<file path="src/rtl/cabn_ram.sv">
// Generic single-port-write, single-port-read RAM with registered read data.
module cabn_ram #(
  parameter int unsigned Width = 8,
  parameter int unsigned Depth = 64
) (
  input  logic                     clk_i,
  input  logic                     we_i,
  input  logic [$clog2(Depth)-1:0] waddr_i,
  input  logic [Width-1:0]         wdata_i,
  input  logic [$clog2(Depth)-1:0] raddr_i,
  output logic [Width-1:0]         rdata_o
);

  logic [Width-1:0] mem_q [Depth];

  always_ff @(posedge clk_i) begin
    if (we_i) begin
      mem_q[waddr_i] <= wdata_i;
    end
    rdata_o <= mem_q[raddr_i];
  end

endmodule

</file>
<file path="config.mk">
export PLATFORM = sky130hd
export DESIGN_NAME = cabn_ram
export DESIGN_NICKNAME = d
export VERILOG_FILES = /design/src/rtl/cabn_ram.sv
export SDC_FILE = /design/constraint.sdc
export NUM_CORES = 1
export LEC_CHECK = 0
export BUFFER_PORTS_ARGS = -buffer_cell sky130_fd_sc_hd__clkbuf_2
export CELL_PAD_IN_SITES_DETAIL_PLACEMENT = 1
export CELL_PAD_IN_SITES_GLOBAL_PLACEMENT = 1
export CORE_UTILIZATION = 56
export DETAILED_ROUTE_END_ITERATION = 16
export GPL_TIMING_DRIVEN = 1
export HOLD_SLACK_MARGIN = 0.05
export PLACE_DENSITY = 0.8
export SLEW_MARGIN = 0
export SYNTH_ARGS = -nofsm -noshare
export SYNTH_HDL_FRONTEND = slang
export SYNTH_SLANG_ARGS = --single-unit
export TNS_END_PERCENT = 30
</file>
<file path="constraint.sdc">
create_clock -name clk_i -period 3 [get_ports clk_i]
set_input_delay 0.75 -clock clk_i [delete_from_list [all_inputs] [get_ports clk_i]]
set_output_delay 0.75 -clock clk_i [all_outputs]
set_load 0.1 [all_outputs]
</file>
==> results by group, run 1 <==
Floorplanning
  • Die area: between 0.03 and 0.04 mm2
  • DIE HEIGHT: about 190 um
  • I/O pin total: 30
  • Die width: 192 um
  • Placeable Area: around 0.035 mm2
  • Initial Util: between 50% and 60%
  • Site Rows: 69

Setup path
  • Reg2reg path depth: 5
  • Setup Crit Path Kind: input port to flop
  • Slowest stage delay, CP: between 500 and 600 ps
  • Levels on crit path: 6
  • Critical path fanouts, max: 20
  • Crit path to: rdata_o[6]$_DFF_P_
  • Critical path startpoint: raddr_i[0]
  • Bufs and invs on worst path: 1
  • Crit. End Element: flop
  • CP delay by family, top: multiplexers
  • CP max stage cell: mux4_2
  • WP data required: 3450 ps
  • Crit-path cells: clkbuf_8 > mux4_2 > mux2_2 > o221a_2 > nor3_1 > o32ai_1
  • RR Startpoint: mem_q[29][6]$_DFFE_PP_
  • Critical Path AT: roughly 2900 ps
  • Reg2Reg Capture Point: rdata_o[6]$_DFF_P_
  • Worst setup SP type: input port
  • FF-to-FF setup slack: roughly 700 ps

STA
  • Fmax: 405 MHz
  • RSZ-0062 raised after global routing: false
  • Rel. slew slack: 43.4%
  • Final hold vios: 0
  • Period utilization: between 80% and 90%
  • Final min period: 2470 ps
  • Hold WS: between 600 and 700 ps
  • Setup TNS: 0 ps
  • Count of final setup violators: 0
  • Slew @ Worst Pin: between 800 and 900 ps
  • Max Slew Vio Count: 0
  • Clock Skew: about 24 ps

GRT
  • First-pass GRT wire length: about 76000 um
  • Grt total ovfl: 0
  • Tot GR Track Use: approximately 30%
  • Vias in the first global route: 11100
  • Largest net degree at the start of global routing: 65
  • Antenna violations before repair: 0

Placed design
  • # port buffers: 29
  • Gpl congestion: approximately 0.82
  • Hpwl dp: roughly 33000 um
  • Placed cell count: ~1500

Finish
  • # diodes: 0
  • Core Util, Final: between 60% and 70%
  • NumNets Final: 1123
  • Filler cells: about 2900
  • Share of layout cells above drive strength 1: between 30% and 40%
  • Layout area overhead: 15.3%
  • Layout Cells excl Fill: 1598

Clocking
  • CTS clk-pin slew, worst paths: about 60 ps
  • CTS sink count: 520
  • CTS Root Cell: clkbuf_16
  • Clk_lat worst skew: about 600 ps
  • Cts repair resizes: 0
  • Setup Buffers After CTS: 0
  • Worst-case clock buffer depth: 3
  • Num CTS Buffers: 51
  • Hold Buf Count CTS: 0
  • Max H-tree Level: 2
  • CTS tree: yes

Logic synthesis
  • Unique cell type count in the Yosys netlist: 40
  • Number of enable flip-flop cells after synthesis: about 510
  • Post-synth top area cell: edfxtp_1
  • Syn Nets: 962
  • Synth cell count leaders: 512 x edfxtp_1, 126 x mux4_2, 83 x nor2_1
  • Syn Inst Count: 940
  • Synth async-reset ratio: 0%
  • Synth top area cells: edfxtp_1 76%, mux4_2 14%, nor2_1 1.5%, mux2i_1 1.1%, dfxtp_1 0.79%
  • Number of warnings issued by yosys: 0
  • Sequential-to-total area share from yosys stat: 77.0%
  • Post-synth top flop: edfxtp_1
  • Synth top area share: between 70% and 80%
  • #FFs+latches synth: 520
  • Synthesized area per cell: roughly 21 um2
  • Post-synthesis instance area: between 0.02 and 0.025 mm2
  • Most frequent cell after synthesis: edfxtp_1

Power
  • Peak supply drop: 0.527 mV
  • Reg power frac: about 53%
  • Leak: ~7.6 nW
  • Int Pwr: roughly 0.012 W
  • PD cells: 652 mW/mm2
  • Clock group share of total power: 40.7%
  • Combinational share of power: roughly 6.1%
  • Net Sw Frac: 21.8%
  • Sw Pwr: ~0.0033 W

Routing
  • Via count: about 10000
  • DR iter-0 viols: around 1300
  • ANT nets after route: 0
  • WL/cell: 32.6 um
  • Via density per instance: between 6 and 7
  • Drt drc: 0
  • Drt first pass iters: 5
  • DRT Wirelength: 52200 um

Run
  • Max cap viols: 0

Min path
  • HP Start: wdata_i[1]
  • Hold crit path type: input port to flop

Outcome
  • Status: complete, no violations
==> per-layer routing <==
layer / part of all wire [%] / GRT usage (%) / vias to the layer above
met5: 0 / 0 / -
met4: 3.3 / 11.0 / 0
met3: 8.1 / 5.15 / 102
met2: 50 / 49.2 / 548
met1: 38 / 40.6 / 5542
li1: - / - / 4247
==> cells in the final DEF (no fill, tap or decap), types with 8 or more instances in the layout <==
| cell type | n |
|---|---|
| buf_4 | 123 |
| clkbuf_16 | 52 |
| clkinv_2 | 8 |
| nor2_1 | 83 |
| nand2_1 | 19 |
| mux4_2 | 126 |
| nand3_1 | 13 |
| clkbuf_2 | 26 |
| clkbuf_1 | 12 |
| buf_12 | 9 |
| dfxtp_1 | 8 |
| o221ai_1 | 8 |
| mux2i_1 | 23 |
| o22ai_1 | 8 |
| nor2b_1 | 14 |
| mux2_2 | 13 |
| edfxtp_1 | 512 |
==> sequential cells by signal, indices dropped and copies added (netlist names) <==
| name | flops |
|---|---|
| mem_q | 512 |
| rdata_o | 8 |
==> per-stage QoR <==
stage | area [um2] | worst slack, ps | total power (W)
6_report | 23300 | 528 | 0.0152
5_1_grt | 23300 | 470 | 0.0155
4_1_cts | 23300 | 546 | 0.0152
3_5_place_dp | 21700 | -57.0 | 0.00914
3_3_place_gp | 21700 | -13.8 | 0.00909
2_1_floorplan | 20200 | 582 | 0.00874
==> logic make-up after synthesis <==
family                 count (synthesis)  synth area share, %
muxes                                162                 15.9
and+or+nand+nor                      153                 3.39
buffers and inverters                 51                 1.57
AOI/OAI and AO/OA                     54                 2.07
DFF                                  520                 77.0
==> worst min-delay path by stage <==
| stage | to | slack (ps) | cells after the start |
|---|---|---|---|
| global route | mem_q[56][1]$_DFFE_PP_ | 710 | 1 |
| finish | mem_q[56][1]$_DFFE_PP_ | 690 | 1 |
| detailed placement | rdata_o[6]$_DFF_P_ | 910 | 3 |
| floorplan | rdata_o[0]$_DFF_P_ | 720 | 4 |
| global placement | rdata_o[4]$_DFF_P_ | 860 | 3 |
| CTS | rdata_o[5]$_DFF_P_ | 680 | 2 |
==> power groups by stage <==
stage | Clock [W] | Sequential (W) | Combinational [W]
after floorplan | 0 | 0.00831 | 0.000429
after global placement | 0 | 0.00822 | 0.000871
after detailed placement | 0 | 0.00823 | 0.000913
after CTS | 0.00622 | 0.00807 | 0.000923
after global routing | 0.00646 | 0.00807 | 0.000962
final | 0.00617 | 0.00807 | 0.000922
==> worst register-to-register path: cells and delay by family, from the launching register on <==
kind	cells	cell delay (ps)
muxes	2	780
AOI/OAI and AO/OA	2	470
DFF	1	370
and+or+nand+nor	1	540
==> cell type report <==
cell class	count	area, um2	share of cell area, %
clock inverters	22	198	0.850
clock buffers	67	1390	5.97
well taps	461	577	2.48
repair buffers	159	1250	5.36
flip-flops and latches	520	15500	66.8
multi-input cells	369	4320	18.6
(Power assumes the default switching activity.)
==> run 2, diff against run 1 <==
==> constraint.sdc (replaced) <==
create_clock -name clk_i -period 2.5 [get_ports clk_i]
set_input_delay 0.625 -clock clk_i [delete_from_list [all_inputs] [get_ports clk_i]]
set_output_delay 0.625 -clock clk_i [all_outputs]
set_load 0.1 [all_outputs]
==> run 2 against run 1 <==
Against the previous run: register-to-register slack worse by 400 ps; routed wire length is 2.0% higher; design area is 1.1% higher; sequential power is 20% higher; utilization is 0.75 points higher; clock skew is 13 ps lower; non-clock buffer count is 24 higher; clock-buffer cell count is 4 lower; critical path depth is 1 higher.
==> results by group, run 2 (synthesis gave the netlist of run 1 again) <==
Placed design
  • Gpl congestion: 0.815 (-0.95%)
  • Placed cell count: 1533 (+1.6%)
  • # port buffers: 29 (unchanged)
  • Hpwl dp: 33100 um (-0.20%)
  • Placement Cell Area: 0.0219 mm2 (+1.2%)

Finish
  • Commonest non-fill, non-tap cell in the layout: edfxtp_1
  • Share of layout cells above drive strength 1: 34.2% (+1.6 points)
  • Most frequent cells in the layout: 512 x edfxtp_1, 141 x buf_4, 126 x mux4_2
  • Top Registers: mem_q (512), rdata_o (8)
  • Final non-filler cell area: 0.0235 mm2 (+1.1%)
  • Most flop-heavy register: mem_q
  • NumNets Final: 1147 (+2.1%)
  • Layout Cells excl Fill: 1629 (+1.9%)
  • Layout area overhead: 16.7%
  • Max reg flops: 512 (unchanged)

Setup path
  • Crit. End Element: flop
  • Reg2reg path depth: 5 (unchanged)
  • Reg2Reg Capture Point: rdata_o[6]$_DFF_P_
  • FF-to-FF setup slack: 300 ps (-400 ps)
  • WP data required: 2920 ps (-530 ps)
  • Critical Path AT: 2830 ps (-90 ps)
  • Worst setup SP type: input port
  • RR Startpoint: mem_q[21][6]$_DFFE_PP_
  • Critical path fanouts, max: 18 (-10%)
  • Setup Crit Path Kind: input port to flop

GRT
  • Vias in the first global route: 11400 (+2.3%)
  • Tot GR Track Use: 30.0% (+0.13 points)
  • First-pass GRT wire length: 76700 um (+0.42%)
  • Antenna violations before repair: 3 (+3)
  • Grt total ovfl: 0 (unchanged)
  • Largest net degree at the start of global routing: 65 (unchanged)

Floorplanning
  • I/O pin total: 30 (unchanged)
  • Die width: 192 um (unchanged)
  • Placeable Area: 0.0355 mm2 (unchanged)
  • Site Rows: 69 (unchanged)
  • DIE HEIGHT: 192 um (unchanged)
  • Die area: 0.0368 mm2 (unchanged)
  • Initial Util: 56.8% (unchanged)

Routing
  • Via density per instance: 6.54 (about the same)
  • Drt drc: 0 (unchanged)
  • Via count: 10700 (+2.0%)
  • DR iter-0 viols: 1075 (-18%)
  • ANT nets after route: 0 (unchanged)
  • Drt first pass iters: 5 (unchanged)
  • WL/cell: 32.7 um (about the same)
  • DRT Wirelength: 53200 um (+2.0%)

Run
  • Max cap viols: 0 (unchanged)

Min path
  • Hold crit path type: input port to flop
  • Hold Path End: mem_q[9][6]$_DFFE_PP_
  • Hold Crit Depth: 2 (+1)
  • HP Start: wdata_i[6]

STA
  • Max Slew Vio Count: 0 (unchanged)
  • Final min period: ~2400 ps
  • Rel. slew slack: 50.2% (+6.8 points)
  • Fmax: 416 MHz
  • Period utilization: roughly 96%
  • Slew @ Worst Pin: 748 ps (-102 ps)
  • Hold WS: 537 ps (-150 ps)
  • RSZ-0062 raised after global routing: false
  • Clock Skew: 11.7 ps (-12.8 ps)
  • Final hold vios: 0 (unchanged)
  • Count of final setup violators: 0 (unchanged)

Clocking
  • Max H-tree Level: 2 (unchanged)
  • Worst-case clock buffer depth: 3 (unchanged)
  • CTS tree: yes
  • Clk_lat worst skew: 570 ps (-30 ps)
  • CTS sink count: 520 (unchanged)
  • CTS Root Cell: clkbuf_16
  • Num CTS Buffers: 51 (unchanged)
  • CTS clk-pin slew, worst paths: 60 ps (about the same)

Power
  • Leak: 7.73 nW (+2.1%)
  • Total Power: 0.0182 W (+20%)
  • Peak supply drop: 0.637 mV (+21%)
  • PD cells: 774 mW/mm2 (+19%)

Outcome
  • Status: complete, no violations
## run 2: worst max path at each step
stage	start	endpoint	depth (start not counted)	slack, ps
after global routing	raddr_i[0]	rdata_o[6]$_DFF_P_	7	90
after floorplan	raddr_i[1]	rdata_o[3]$_DFF_P_	7	210
final	raddr_i[0]	rdata_o[6]$_DFF_P_	7	90
after CTS	raddr_i[0]	rdata_o[6]$_DFF_P_	7	180
after global placement	raddr_i[0]	rdata_o[6]$_DFF_P_	7	-310
after detailed placement	raddr_i[0]	rdata_o[6]$_DFF_P_	7	-540
## run 2: critical path, stage by stage
cell	delay, ps
clkbuf_8	280
buf_4	200
mux4_2	520
mux2_2	290
o221a_2	300
nor3_2	410
o32ai_1	180
## run 2: area by class of cell
cell class | instances | area (um2)
clock inverters | 32 | 225
repair buffers | 183 | 1500
fillers | 2821 | 12000
multi-input cells | 369 | 4320
well taps | 461 | 577
flip-flops and latches | 520 | 15500
diodes | 1 | 2.50
clock buffers | 63 | 1360
## run 2: routing by layer
layer,track usage (%),routed length (um),vias to the layer above
met5,0,12,-
met4,11.1,1890,2
met3,6.21,4130,131
met2,50.9,27100,569
met1,38.6,20000,5651
li1,-,-,4299
## run 2: repair_timing
item | in CTS | in global routing
hold buffers | 0 | 0
endpoints found under the setup margin | 1 | 0
endpoints found under the hold margin | 0 | 0
buffers inserted | 0 | 0
gates resized for setup | 1 | 0
## run 2: metrics by stage
stage	TNS (ps)	utilization [%]	worst slack (ps)
global route	0	66.3	94.2
detailed placement	-2340	61.8	-538
floorplan	0	-	207
finish	0	66.3	93.8
global placement	-1610	61.8	-309
CTS	0	66.3	175
## run 2: power by group
part,switching [W],internal [W],total (W)
logic,0.000745,0.000432,0.00118
clock network,0.00318,0.00418,0.00736
registers,0.0000377,0.00965,0.00969
